<file path="config.mk">
export PLATFORM = sky130hd
export DESIGN_NAME = uart_rx_tx_fifo_overflow_policy_unit
export DESIGN_NICKNAME = d
export VERILOG_FILES = /design/src/hdl/uorp_pkg.sv /design/src/hdl/uorp_ram.sv /design/src/hdl/uorp_ctrl.sv /design/src/hdl/uart_rx_tx_fifo_overflow_policy_unit.sv
export SDC_FILE = /design/constraint.sdc
export NUM_CORES = 1
export LEC_CHECK = 0
export ABC_AREA = 1
export BUFFER_PORTS_ARGS = -buffer_cell sky130_fd_sc_hd__buf_2
export CAP_MARGIN = 20
export CORE_MARGIN = 2
export CORE_UTILIZATION = 40
export CTS_CLUSTER_DIAMETER = 80
export DETAILED_ROUTE_END_ITERATION = 16
export PLACE_DENSITY = 0.59
export SLEW_MARGIN = 5
export SYNTH_ARGS = -nofsm -noshare
export SYNTH_HDL_FRONTEND = slang
export SYNTH_SLANG_ARGS = --single-unit
</file>
<file path="constraint.sdc">
create_clock -name clk -period 9.7 [get_ports clk]
set_input_delay 2.425 -clock clk [delete_from_list [all_inputs] [get_ports clk]]
set_output_delay 2.425 -clock clk [all_outputs]
set_load 0.03 [all_outputs]
</file>
<file path="src/hdl/uorp_pkg.sv">
// ----------------------------------------------------------------------------
// UART queue pair package
// Shared types, event codes, FSM states and the overflow marker table.
// ----------------------------------------------------------------------------
package uorp_pkg;

  localparam int QUEUE_DEPTH_DEF = 64;
  localparam int MARKER_LEN_DEF  = 19;
  localparam int MCNT_W          = 5;

  localparam logic [2:0] KIND_LINE  = 3'd0;
  localparam logic [2:0] KIND_WRITE = 3'd1;
  localparam logic [2:0] KIND_READ  = 3'd2;
  localparam logic [2:0] KIND_TXRDY = 3'd3;
  localparam logic [2:0] KIND_FLUSH = 3'd4;

  localparam logic [7:0] MARKER_TEXT [32] = '{
    8'h3C, 8'h44, 8'h41, 8'h50, 8'h4C, 8'h69, 8'h6E, 8'h6B, 8'h3A, 8'h4F,
    8'h76, 8'h65, 8'h72, 8'h66, 8'h6C, 8'h6F, 8'h77, 8'h3E, 8'h0A, 8'h00,
    8'h00, 8'h00, 8'h00, 8'h00, 8'h00, 8'h00, 8'h00, 8'h00, 8'h00, 8'h00,
    8'h00, 8'h00
  };

  typedef struct packed {
    logic [2:0] kind;
    logic [7:0] data_byte;
  } ev_t;

  typedef struct packed {
    logic       sent_valid;
    logic [7:0] sent_byte;
    logic       read_valid;
    logic [7:0] read_byte;
    logic       write_accepted;
    logic       rx_dropped;
    logic       marker_inserted;
    logic       tx_busy;
    logic [5:0] rx_count;
    logic [5:0] tx_free;
  } res_t;

  typedef enum logic [1:0] {
    ST_IDLE,
    ST_READ,
    ST_MARK,
    ST_FIN
  } state_t;

endpackage

</file>
<file path="src/hdl/uorp_ram.sv">
// ----------------------------------------------------------------------------
// UART queue byte memory
// One write port and one read port, read data registered.
// ----------------------------------------------------------------------------
module uorp_ram #(
  parameter int DEPTH = uorp_pkg::QUEUE_DEPTH_DEF,
  parameter int AW    = $clog2(DEPTH)
) (
  input  logic          clk,
  input  logic          we,
  input  logic [AW-1:0] waddr,
  input  logic [7:0]    wdata,
  input  logic [AW-1:0] raddr,
  output logic [7:0]    rdata
);
  import uorp_pkg::*;

  logic [7:0] mem [DEPTH];

  always_ff @(posedge clk) begin
    if (we) begin
      mem[waddr] <= wdata;
    end
  end

  always_ff @(posedge clk) begin
    rdata <= mem[raddr];
  end

endmodule

</file>
<file path="src/hdl/uorp_ctrl.sv">
// ----------------------------------------------------------------------------
// UART queue controller
// Event sequencer, ring pointers, overflow policy and result register.
// ----------------------------------------------------------------------------
module uorp_ctrl #(
  parameter int QUEUE_DEPTH = uorp_pkg::QUEUE_DEPTH_DEF,
  parameter int MARKER_LEN  = uorp_pkg::MARKER_LEN_DEF,
  parameter int PW          = $clog2(QUEUE_DEPTH)
) (
  input  logic           clk,
  input  logic           rst,
  input  logic           overflow_detect,
  input  logic           ev_valid,
  output logic           ev_stall,
  input  uorp_pkg::ev_t  ev_data,
  output logic           res_valid,
  input  logic           res_stall,
  output uorp_pkg::res_t res_data,
  output logic           rx_we,
  output logic [PW-1:0]  rx_waddr,
  output logic [7:0]     rx_wdata,
  output logic [PW-1:0]  rx_raddr,
  input  logic [7:0]     rx_rdata,
  output logic           tx_we,
  output logic [PW-1:0]  tx_waddr,
  output logic [7:0]     tx_wdata,
  output logic [PW-1:0]  tx_raddr,
  input  logic [7:0]     tx_rdata
);
  import uorp_pkg::*;

  state_t            state, state_next;
  logic [PW-1:0]     rx_head, rx_tail, tx_head, tx_tail;
  logic              busy_flag;
  logic [MCNT_W-1:0] mcnt;
  logic [2:0]        kind_q;
  res_t              res;
  res_t              res_init;
  res_t              res_out;

  logic [PW-1:0] rx_cnt, rx_fr, tx_cnt, tx_fr;
  logic          accept, slot_free, rx_fits, rx_exact, mark_last;

  function automatic logic [PW-1:0] ptr_inc(input logic [PW-1:0] p);
    return (p == PW'(QUEUE_DEPTH - 1)) ? '0 : p + 1'b1;
  endfunction

  function automatic logic [PW-1:0] q_count(input logic [PW-1:0] h,
                                            input logic [PW-1:0] t);
    return (h >= t) ? h - t : h + PW'(QUEUE_DEPTH) - t;
  endfunction

  function automatic logic [5:0] sat63(input logic [PW-1:0] v);
    logic [PW+6:0] w;
    w = (PW+7)'(v);
    return (w > (PW+7)'(63)) ? 6'd63 : w[5:0];
  endfunction

  assign accept    = ev_valid && !ev_stall;
  assign slot_free = !res_valid || !res_stall;
  assign rx_cnt    = q_count(rx_head, rx_tail);
  assign tx_cnt    = q_count(tx_head, tx_tail);
  assign rx_fr     = PW'(QUEUE_DEPTH - 1) - rx_cnt;
  assign tx_fr     = PW'(QUEUE_DEPTH - 1) - tx_cnt;
  assign rx_fits   = rx_fr > PW'(MARKER_LEN);
  assign rx_exact  = rx_fr == PW'(MARKER_LEN);
  assign mark_last = mcnt == MCNT_W'(MARKER_LEN - 1);

  always_comb begin
    res_init = '0;
    case (ev_data.kind)
      KIND_LINE: begin
        if (!rx_fits) begin
          if (overflow_detect) begin
            res_init.rx_dropped      = 1'b1;
            res_init.marker_inserted = rx_exact;
          end else begin
            res_init.rx_dropped = rx_cnt != '0;
          end
        end
      end
      KIND_WRITE: res_init.write_accepted = tx_fr != '0;
      KIND_READ:  res_init.read_valid     = rx_cnt != '0;
      KIND_TXRDY: res_init.sent_valid     = tx_cnt != '0;
      default: ;
    endcase
  end

  always_comb begin
    res_out          = res;
    res_out.tx_busy  = busy_flag;
    res_out.rx_count = sat63(rx_cnt);
    res_out.tx_free  = sat63(tx_fr);
  end

  always_comb begin
    state_next = state;
    case (state)
      ST_IDLE: begin
        if (accept) begin
          if (ev_data.kind == KIND_LINE && !rx_fits && overflow_detect && rx_exact) begin
            state_next = ST_MARK;
          end else if ((ev_data.kind == KIND_READ && rx_cnt != '0) ||
                       (ev_data.kind == KIND_TXRDY && tx_cnt != '0)) begin
            state_next = ST_READ;
          end else begin
            state_next = ST_FIN;
          end
        end
      end
      ST_READ: state_next = ST_FIN;
      ST_MARK: begin
        if (mark_last) begin
          state_next = ST_FIN;
        end
      end
      ST_FIN: begin
        if (slot_free) begin
          state_next = ST_IDLE;
        end
      end
      default: state_next = ST_IDLE;
    endcase
  end

  always_comb begin
    ev_stall = 1'b1;
    rx_we    = 1'b0;
    rx_wdata = ev_data.data_byte;
    tx_we    = 1'b0;
    case (state)
      ST_IDLE: begin
        ev_stall = 1'b0;
        rx_we    = accept && ev_data.kind == KIND_LINE && (rx_fits || !overflow_detect);
        tx_we    = accept && ev_data.kind == KIND_WRITE && tx_fr != '0;
      end
      ST_MARK: begin
        rx_we    = 1'b1;
        rx_wdata = MARKER_TEXT[mcnt];
      end
      default: ;
    endcase
  end

  assign rx_waddr = rx_head;
  assign rx_raddr = rx_tail;
  assign tx_waddr = tx_head;
  assign tx_wdata = ev_data.data_byte;
  assign tx_raddr = tx_tail;

  always_ff @(posedge clk) begin
    if (rst) begin
      state     <= ST_IDLE;
      rx_head   <= '0;
      rx_tail   <= '0;
      tx_head   <= '0;
      tx_tail   <= '0;
      busy_flag <= 1'b0;
      res_valid <= 1'b0;
    end else begin
      state <= state_next;
      if (state == ST_FIN && slot_free) begin
        res_valid <= 1'b1;
      end else if (res_valid && !res_stall) begin
        res_valid <= 1'b0;
      end
      case (state)
        ST_IDLE: begin
          if (accept) begin
            res    <= res_init;
            kind_q <= ev_data.kind;
            mcnt   <= '0;
            case (ev_data.kind)
              KIND_LINE: begin
                if (rx_fits) begin
                  rx_head <= ptr_inc(rx_head);
                end else if (!overflow_detect) begin
                  rx_head <= ptr_inc(rx_head);
                  if (rx_cnt != '0) begin
                    rx_tail <= ptr_inc(rx_tail);
                  end
                end
              end
              KIND_WRITE: begin
                if (tx_fr != '0) begin
                  tx_head <= ptr_inc(tx_head);
                end
              end
              KIND_READ: begin
                if (rx_cnt != '0) begin
                  rx_tail <= ptr_inc(rx_tail);
                end
              end
              KIND_TXRDY: begin
                if (tx_cnt != '0) begin
                  tx_tail   <= ptr_inc(tx_tail);
                  busy_flag <= 1'b1;
                end else begin
                  busy_flag <= 1'b0;
                end
              end
              KIND_FLUSH: begin
                rx_head   <= '0;
                rx_tail   <= '0;
                tx_head   <= '0;
                tx_tail   <= '0;
                busy_flag <= 1'b0;
              end
              default: ;
            endcase
          end
        end
        ST_READ: begin
          if (kind_q == KIND_READ) begin
            res.read_byte <= rx_rdata;
          end else begin
            res.sent_byte <= tx_rdata;
          end
        end
        ST_MARK: begin
          rx_head <= ptr_inc(rx_head);
          mcnt    <= mcnt + 1'b1;
        end
        ST_FIN: begin
          if (slot_free) begin
            res_data <= res_out;
          end
        end
        default: ;
      endcase
    end
  end

endmodule

</file>
<file path="src/hdl/uart_rx_tx_fifo_overflow_policy_unit.sv">
// Sequencing: most events go from idle through the finish state to the result
// register; a read or send first passes a queue memory read state, and a marker
// first writes all MARKER_LEN marker bytes. Events are taken one at a time, only
// in idle; the next event is taken while the result waits.
// Reset: synchronous; clears pointers, busy flag and the detect register.
// Queue memories are not cleared.
// ----------------------------------------------------------------------------
// UART queue pair with receive overflow policy
// Receive and transmit byte rings with marker insertion or drop-oldest.
// ----------------------------------------------------------------------------
module uart_rx_tx_fifo_overflow_policy_unit #(
  parameter int QUEUE_DEPTH = uorp_pkg::QUEUE_DEPTH_DEF,
  parameter int MARKER_LEN  = uorp_pkg::MARKER_LEN_DEF
) (
  input  logic           clk,
  input  logic           rst,
  input  logic           cfg_valid,
  output logic           cfg_ready,
  input  logic           cfg_data,
  input  logic           ev_valid,
  output logic           ev_stall,
  input  uorp_pkg::ev_t  ev_data,
  output logic           res_valid,
  input  logic           res_stall,
  output uorp_pkg::res_t res_data
);
  import uorp_pkg::*;

  localparam int PW = $clog2(QUEUE_DEPTH);

  logic          overflow_detect;
  logic          rx_we, tx_we;
  logic [PW-1:0] rx_waddr, rx_raddr, tx_waddr, tx_raddr;
  logic [7:0]    rx_wdata, rx_rdata, tx_wdata, tx_rdata;

  assign cfg_ready = 1'b1;

  always_ff @(posedge clk) begin
    if (rst) begin
      overflow_detect <= 1'b0;
    end else if (cfg_valid && cfg_ready) begin
      overflow_detect <= cfg_data;
    end
  end

  uorp_ctrl #(
    .QUEUE_DEPTH(QUEUE_DEPTH),
    .MARKER_LEN (MARKER_LEN),
    .PW         (PW)
  ) u_ctrl (
    .clk            (clk),
    .rst            (rst),
    .overflow_detect(overflow_detect),
    .ev_valid       (ev_valid),
    .ev_stall       (ev_stall),
    .ev_data        (ev_data),
    .res_valid      (res_valid),
    .res_stall      (res_stall),
    .res_data       (res_data),
    .rx_we          (rx_we),
    .rx_waddr       (rx_waddr),
    .rx_wdata       (rx_wdata),
    .rx_raddr       (rx_raddr),
    .rx_rdata       (rx_rdata),
    .tx_we          (tx_we),
    .tx_waddr       (tx_waddr),
    .tx_wdata       (tx_wdata),
    .tx_raddr       (tx_raddr),
    .tx_rdata       (tx_rdata)
  );

  uorp_ram #(.DEPTH(QUEUE_DEPTH), .AW(PW)) u_rx_ram (
    .clk  (clk),
    .we   (rx_we),
    .waddr(rx_waddr),
    .wdata(rx_wdata),
    .raddr(rx_raddr),
    .rdata(rx_rdata)
  );

  uorp_ram #(.DEPTH(QUEUE_DEPTH), .AW(PW)) u_tx_ram (
    .clk  (clk),
    .we   (tx_we),
    .waddr(tx_waddr),
    .wdata(tx_wdata),
    .raddr(tx_raddr),
    .rdata(tx_rdata)
  );

endmodule

</file>
Word level (Yosys, flattened, before mapping)
Memories as Yosys holds them, arrays and structs flattened. A register that Yosys moved wholly into a read port is not among the register bits.
Index checks and enable logic that the tools add are counted.
{"block": "classes", "add_sub_neg": 9, "magnitude_cmp": 2, "eq_ne": 25, "mux": 50, "n_bitwise": 4, "n_reduce_logical": 43}
{"op": "$mux 6", "n": 12}
{"op": "$pmux 6 s2", "n": 4}
{"op": "$mux 8", "n": 5}
{"op": "$mux 33", "n": 1}
{"op": "$pmux 8 s2", "n": 2}
{"op": "$add 6x1->6 const B", "n": 4}
{"op": "$eq 6x6->1 const B", "n": 4}
{"op": "$reduce_and 4->1", "n": 5}
{"op": "$pmux 6 s3", "n": 1}
{"op": "$reduce_bool 6->1", "n": 3}
{"op": "$reduce_and 3->1", "n": 5}
{"op": "$mux 2", "n": 7}
{"op": "$mux 1", "n": 13}
{"op": "$logic_and 1x1->1", "n": 12}
{"op": "$sub 6x6->6", "n": 2}
{"op": "$sub 6x6->6 const A", "n": 2}
{"op": "$ne 2x1->1 const B", "n": 5}
{"op": "$pmux 5 s2", "n": 1}
{"op": "$reduce_bool 2->1", "n": 5}
{"op": "$eq 3x2->1 const B", "n": 3}
{"op": "$ne 2x2->1 const B", "n": 4}
{"op": "$pmux 2 s4", "n": 1}
{"op": "$eq 6x5->1 const B", "n": 1}
{"op": "$ge 6x6->1 const B", "n": 1}
{"op": "21 further kinds", "n": 30}
{"block": "totals", "ff_bits": 92, "mem_bits_rw": 1024, "romBits": 256, "input_bits": 17, "out_inout_bits": 37, "word_cells": 163, "memories": 3}
{"name": "u_rx_ram.mem", "depth": 64, "word_bits": 8, "read_ports": 1, "rd_clocked_by_memory_dff": 1, "write_ports": 1, "line": "uorp_ram.sv:18", "rtl": "logic [7:0] mem [DEPTH];"}
{"name": "u_tx_ram.mem", "depth": 64, "word_bits": 8, "read_ports": 1, "rd_clocked_by_memory_dff": 1, "write_ports": 1, "line": "uorp_ram.sv:18"}
{"name": "(name not given)", "depth": 32, "word_bits": 8, "read_ports": 1, "rd_clocked_by_memory_dff": 0, "write_ports": 0, "line": "uorp_ctrl.sv:139", "rtl": "rx_wdata = MARKER_TEXT[mcnt];"}

Longest topological paths before layout
Gate-level depths: netlist (run 1).
{"block": "depth", "ltp_word": 10, "mapped_depth": 19, "depth_no_buf": 17}

Cells and area by module
From an unflattened synthesis (run 1), not the netlist that was laid out.
{"block": "hier_totals", "cells_unflattened": 4207, "area_unflattened_um2": 47880.9}
{"module": "uorp_ram", "instances": 2, "cells_each": 1805, "area_each_um2": 21339.2, "seq_area_each_um2": 15534.9}
{"module": "uorp_ctrl", "instances": 1, "cells_each": 588, "area_each_um2": 5146.2, "seq_area_each_um2": 2452.4}
{"module": "uart_rx_tx_fifo_overflow_policy_unit", "instances": 1, "cells_each": 9, "area_each_um2": 56.3, "seq_area_each_um2": 20.0}

Worst setup path before layout (run 1)
Ideal clock, no wire load.
{"block": "synth_path", "kind": "in2reg", "startpoint": "input port ev_data[0] (netlist bit)", "endpoint": "memory u_rx_ram.mem[0][0], data pin", "setup_time_ns": 0.588, "t_arrival_ns": 4.291, "required_ns": 9.112, "path_slack_ns": 4.821, "cell_stages": 2, "path_buffers": 0, "path_cell_list": "nor2_1 > a31oi_1"}
{"block": "synth_between", "elab_chain_cells": 1}
{"element": "start: declaration", "line": "uart_rx_tx_fifo_overflow_policy_unit.sv:22", "rtl": "input uorp_pkg::ev_t ev_data,"}
{"element": "$mux 8", "line": "uorp_ctrl.sv:131", "rtl": "case (state)"}
{"element": "via rx_wdata[0]", "line": "uart_rx_tx_fifo_overflow_policy_unit.sv:34", "rtl": "logic [7:0] rx_wdata, rx_rdata, tx_wdata, tx_rdata;"}
{"element": "end: declaration", "line": "uorp_ram.sv:18"}
The timed path passes the listed nets, and every way through them passes these cells.

Worst setup path in the final report (run 1)
{"block": "layout_path", "startpoint": "register u_ctrl.state[0]", "endpoint": "output port ev_stall"}
{"block": "layout_between", "elab_chain_cells": 2}
{"element": "start: declaration", "line": "uorp_ctrl.sv:32", "rtl": "state_t state, state_next;"}
{"element": "start signal: assignment", "line": "uorp_ctrl.sv:161", "rtl": "state <= state_next;"}
{"element": "$logic_not 2->1", "line": "uorp_ctrl.sv:131"}
{"element": "$mux 1", "line": "uorp_ctrl.sv:131"}
{"element": "end: declaration", "line": "uart_rx_tx_fifo_overflow_policy_unit.sv:21", "rtl": "output logic ev_stall,"}
Every way passes these cells.

==> results of run 1 <==
flip-flops by register name, indices dropped and copies added, names as in the netlist:
register and count:
overflow_detect 1, u_ctrl.rx_waddr 6, u_tx_ram.rdata 8, u_ctrl.res 21
u_ctrl.res_data 34, u_rx_ram.rdata 8, u_ctrl.mcnt 5, u_ctrl.rx_raddr 6
u_ctrl.tx_raddr 6, u_ctrl.tx_waddr 6, u_rx_ram.mem 512, u_ctrl.res_valid 1
u_ctrl.busy_flag 1, u_ctrl.state 2, u_tx_ram.mem 512, u_ctrl.kind_q 3
area by class of cell:
| type | instances | area, µm² |
|---|---|---|
| well taps | 1512 | 1890 |
| repair buffers | 99 | 653 |
| fillers | 10397 | 63000 |
| diodes | 1 | 2.50 |
| clock buffers | 136 | 2930 |
| multi-input cells | 2264 | 11100 |
| clock inverters | 67 | 607 |
| inverters | 112 | 432 |
| flip-flops and latches | 1132 | 33600 |
layer usage:
metal / GRT usage [%] / up-vias / routed length [µm]
met2: 32.2 / 1455 / 57300
met3: 3.20 / 182 / 10700
met1: 29.6 / 14709 / 53100
li1: - / 13589 / -
met4: 5.41 / 0 / 2730
met5: 0 / - / 0
metrics by stage:
stage | setup WS, ps | hold WS (ps)
finish | 5350 | 420
floorplan | 4820 | 400
CTS | 5320 | 410
global placement | 4810 | 402
detailed placement | 4750 | 405
global route | 5240 | 423
cell usage in the layout (no fill, tap or decap), types with 7 or more instances in the layout:
master,synthesis,final
o21ai_0,578,577
xor2_1,7,7
dfxtp_1,45,39
clkinv_1,6,20
nand3_2,7,7
buf_2,74,52
edfxtp_1,1087,1087
nand2_1,277,277
clkbuf_1,126,20
clkbuf_16,0,112
a21oi_1,71,67
clkinv_2,0,27
buf_4,15,45
nand4_1,45,45
o21ai_1,23,23
nor2_1,813,810
ha_1,31,31
o211ai_1,41,41
clkinvlp_4,0,7
o221ai_1,25,25
inv_1,102,98
nand3_1,86,86
nand2_4,12,12
o22ai_1,208,208
bufinv_16,0,8
nor3_1,11,11
power by group:
group	leakage (nW)	internal [mW]	switching (mW)	total, mW
sequential	10.2	5.76	0.0673	5.82
combinational	5.05	0.341	1.29	1.63
clock	1.73	2.37	1.85	4.21
Yosys cell counts, types with 2 or more instances:
cell,instances,area [µm²]
a21oi_1,71,355
a31oi_1,4,25.0
and2_1,2,12.5
buf_1,7,26.3
buf_2,74,370
buf_4,15,113
buf_6,5,56.3
clkbuf_1,126,473
clkinv_1,6,22.5
dfxtp_1,45,901
edfxtp_1,1087,32600
fa_1,2,40.0
ha_1,31,388
inv_1,102,383
inv_2,4,15.0
nand2_1,277,1040
nand2_2,5,31.3
nand2_4,12,135
nand3_1,86,430
nand3_2,7,70.1
nand4_1,45,282
nor2_1,813,3050
nor2_4,2,22.5
nor3_1,11,55.1
o211ai_1,41,308
o21ai_0,578,2890
o21ai_1,23,115
o221ai_1,25,219
o22ai_1,208,1300
xnor2_1,2,17.5
xor2_1,7,61.3
logic make-up after synthesis:
| kind of cell | count (synthesis) | synth area share [%] |
|---|---|---|
| AOI/OAI and AO/OA | 957 | 11.5 |
| adders and majority gates | 33 | 0.930 |
| other | 1 | 0.00815 |
| DFF | 1132 | 72.9 |
| xor gates and xnor gates | 10 | 0.207 |
| buffers and inverters | 340 | 3.18 |
| and+or+nand+nor | 1263 | 11.2 |
critical path: stages (launching register included):
cell	delay, ps
dfxtp_1	390
inv_1	80
ha_1	290
inv_1	180
buf_2	290
worst paths after layout:
kind	cells past startpoint	to
worst max-delay path	4	ev_stall
worst min-delay path	0	u_ctrl.res_data[13]
worst max register to register	11	u_rx_ram.rdata[7]
worst min register to register	0	u_ctrl.res_data[13]
==> results.yml, run 1 <==
job:
  maxCapViolCount: 0
min_path:
  hold_class: "flop to flop"
  hp-start: "u_ctrl.res[13]"
cells_and_area:
  area_delta_synth_final_pct: 11.3
  drive_gt1_share_pct: 8.45
  instances_no_fill: 5323
  nets: 3767
  final_cell_area_um2: 51200
  fin_util_pct: 44.8
sta:
  maxSlewViolCount: 0
  finalHoldViolations: 0
  setup-tns-final_ps: 0
  fin_crit_sh_pct: 44.8
  finalCriticalPeriod_ps: 4350
  fmax_ghz: 0.230
  slew_headroom_pct: 23.1
  setup_violations: 0
  rsz0062_at_grt: "false"
  clock-skew-final_ps: 20.6
  worst_pin_slew_ps: 1150
worst_setup_path:
  start_kind: "flop"
  rrSetupSlack_ps: 5420
  critPathKind: "flop to output port"
  end_kind: "output port"
  cp_data_arrival_time_ps: 1920
  r2r_start: "u_ctrl.rx_raddr[0]"
  required_ps: 7280
  startpoint: "u_ctrl.state[0]"
  critPathMaxFanout: 7
run_status:
  status: "completed"
global_routing:
  globalRoute.totalOverflow: 0
  grt_pass1_wl_mm: 181
  grt_usage_pct: 20.5
  grt_antenna_before_repair: 0
  grt_max_degree: 156
  grt_pass1_vias: 28178
clock_network:
  clk_pin_slew_worst_paths_ps: 60
  cts.path.max_buffers: 3
  postCtsSetupRepairBufs: 0
  cts_hold_buf: 0
  cts_tree: "yes"
  ctsResizeCount: 0
  cts-root-buf: "clkbuf_16"
  cts_max_level: 3
  cts_made_buffers: 108
  cts.sinks: 1132
  insertion_delay_ps: 700
floorplanning:
  die_area_um2: 118000
  rows: 124
  initial_core_util_pct: 40.3
  io_pins: 54
  die_h_um: 343
  die_w_um: 343
  core_um2: 114000
route:
  vias: 29935
  ant_nets: 0
  wl_per_cell_um: 23.3
  finalWirelength_mm: 124
  via_per_inst: 5.62
  drt_iter0_drc: 4234
  drtPass1Iterations: 6
  drc: 0
power:
  ir_drop_uv: 196
  p_leak_nw: 16.9
  power_mw: 11.7
  power_density_nw_per_um2: 228
yosys:
  syn_inst: 3736
  ys_seq_area_share_pct: 72.9
  synth_area_um2: 46000
  synth_warnings: 0
  syn_avg_cell_area_um2: 12.3
  synth_edf_count: 1087
  synth_ff_type: "edfxtp_1"
  yosysUniqueCellTypes: 44
  syn_nets: 3786
  async_flop_share_pct: 0
  yosys_register_bits: 1132
place:
  dp_cells: 5117
  dp_hpwl_mm: 72.3
  io_buffers: 52
  dpl_cell_area_um2: 47600
  finalWeightedCongestion: 0.877
Power figures use the tool's default switching activity.
==> inputs of run 2 (changes only) <==
PLACE_DENSITY = 0.61   (was 0.59)
clock period = 4 ns   (was 9.7 ns; I/O delays follow)
==> results.yml, run 2 (synthesized netlist as in run 1, its figures left out) <==
sta:
  setup_violations: 0
  finalWorstSetupSlack_ps: 325
  fin_crit_sh_pct: 91.9
  clock-skew-final_ps: 30.6
  fmax_ghz: 0.272
  worst_pin_slew_ps: 1030
  setup-tns-final_ps: 0
  slew_headroom_pct: 31.4
  finalCriticalPeriod_ps: 3680
  maxSlewViolCount: 0
  whs_ps: 422
  rsz0062_at_grt: "false"
  finalHoldViolations: 0
cells_and_area:
  fillers: 10352
  area_delta_synth_final_pct: 12.1
  instances_no_fill: 5336
  mostFrequentLayoutCells: "edfxtp_1 (1087), nor2_1 (810), o21ai_0 (577)"
  final_common_cell: "edfxtp_1"
  drive_gt1_share_pct: 9.05
  top_regs: "u_rx_ram.mem x512, u_tx_ram.mem x512, u_ctrl.res_data x34"
  fin_util_pct: 45.2
  final_cell_area_um2: 51600
  nets: 3790
place:
  dp_cells: 5145
  io_buffers: 52
  dpl_cell_area_um2: 48000
  finalWeightedCongestion: 0.893
  dp_hpwl_mm: 75.1
  dp_slack_ps: 383
floorplanning:
  die_h_um: 343
  io_pins: 54
  rows: 124
  initial_core_util_pct: 40.3
  die_w_um: 343
  core_um2: 114000
  die_area_um2: 118000
clock_network:
  cts_made_buffers: 105
  cts_hold_buf: 0
  cts.path.max_buffers: 3
  postCtsSetupRepairBufs: 0
  ctsResizeCount: 0
  insertion_delay_ps: 690
  cts.sinks: 1132
  cts_max_level: 3
  cts-root-buf: "clkbuf_16"
  clk_pin_slew_worst_paths_ps: 70
  cts_tree: "yes"
route:
  drt_iter0_drc: 3929
  vias: 30176
  drtPass1Iterations: 5
  finalWirelength_mm: 125
  via_per_inst: 5.66
  drc: 0
  ant_nets: 0
  wl_per_cell_um: 23.5
worst_setup_path:
  cp_data_arrival_time_ps: 3980
  max_stage_delay_ps: 740
  path_buf_inv: 2
  crit_chain: "inv_1 -> ha_1 -> inv_1 -> fa_1 -> nand3_1 -> nand2_1 -> nand2_1 -> and2_1 -> nor2_1 -> nand3_1 -> nand2_4 -> nor2_4 -> nand2_1 -> nor2_1"
  required_ps: 4300
  start_kind: "flop"
  critPathMaxFanout: 8
  critPathSlowestCell: "nor2_1"
  critPathKind: "flop to flop"
  end_kind: "flop"
  crit_family: "simple AND/OR/NAND/NOR gates"
  crit_top_cell: "nand2_1"
min_path:
  hold_class: "flop to flop"
global_routing:
  globalRoute.totalOverflow: 0
  grt_pass1_vias: 28617
  grt_usage_pct: 20.8
  grt_antenna_before_repair: 4
  grt_pass1_wl_mm: 184
  grt_max_degree: 165
power:
  p_leak_nw: 17.2
  power_mw: 28.8
  ir_drop_uv: 320
  power_density_nw_per_um2: 558
run_status:
  status: "completed"
job:
  maxCapViolCount: 0
==> run 2: changes by cell type in the layout (fill, tap and decap cells not counted), sizes merged <==
| cell | delta |
|---|---|
| clkinv | -2 |
| inv | -4 |
| clkinvlp | -4 |
| buf | +26 |
| bufinv | +8 |
| clkbuf | -11 |
==> run 2: per-layer routing <==
layer	vias up	part of all wire (%)	wire (µm)	global-route usage [%]
li1	13612	-	-	-
met2	1504	46	57200	32.4
met5	-	0	0	0
met4	0	2.5	3070	5.90
met1	14869	43	53900	30.3
met3	191	8.9	11200	3.39
==> run 2: worst paths after layout <==
kind,from,to,slack [ps],depth (start not counted)
max,u_ctrl.tx_waddr[0],u_tx_ram.mem[36][2],320,14
min,u_ctrl.res[32],u_ctrl.res_data[32],420,0
max reg2reg,u_ctrl.tx_waddr[0],u_tx_ram.mem[36][2],320,14
min reg2reg,u_ctrl.res[32],u_ctrl.res_data[32],420,0
==> run 2: final cells by class <==
cell class | instances | area [µm²] | area share [%]
flip-flops and latches | 1132 | 33600 | 65.1
multi-input cells | 2264 | 11100 | 21.5
clock buffers | 125 | 2820 | 5.46
well taps | 1512 | 1890 | 3.67
repair buffers | 125 | 1010 | 1.96
clock inverters | 65 | 766 | 1.49
inverters | 112 | 432 | 0.837
diodes | 1 | 2.50 | 0.00485
==> run 2: where the power goes <==
| group | switching, mW | internal (mW) | total [mW] |
|---|---|---|---|
| logic | 3.26 | 1.00 | 4.26 |
| registers | 0.129 | 13.9 | 14.1 |
| clock network | 4.39 | 6.05 | 10.4 |
| total | 7.78 | 21.0 | 28.8 |
==> run 2: worst register-to-register path, stage by stage, from the launching register on <==
cell and delay (ps):
dfxtp_1 360, inv_1 190, ha_1 170, inv_1 70, fa_1 410, nand3_1 110, nand2_1 60, nand2_1 70
and2_1 140, nor2_1 60, nand3_1 120, nand2_4 120, nor2_4 160, nand2_1 500, nor2_1 750
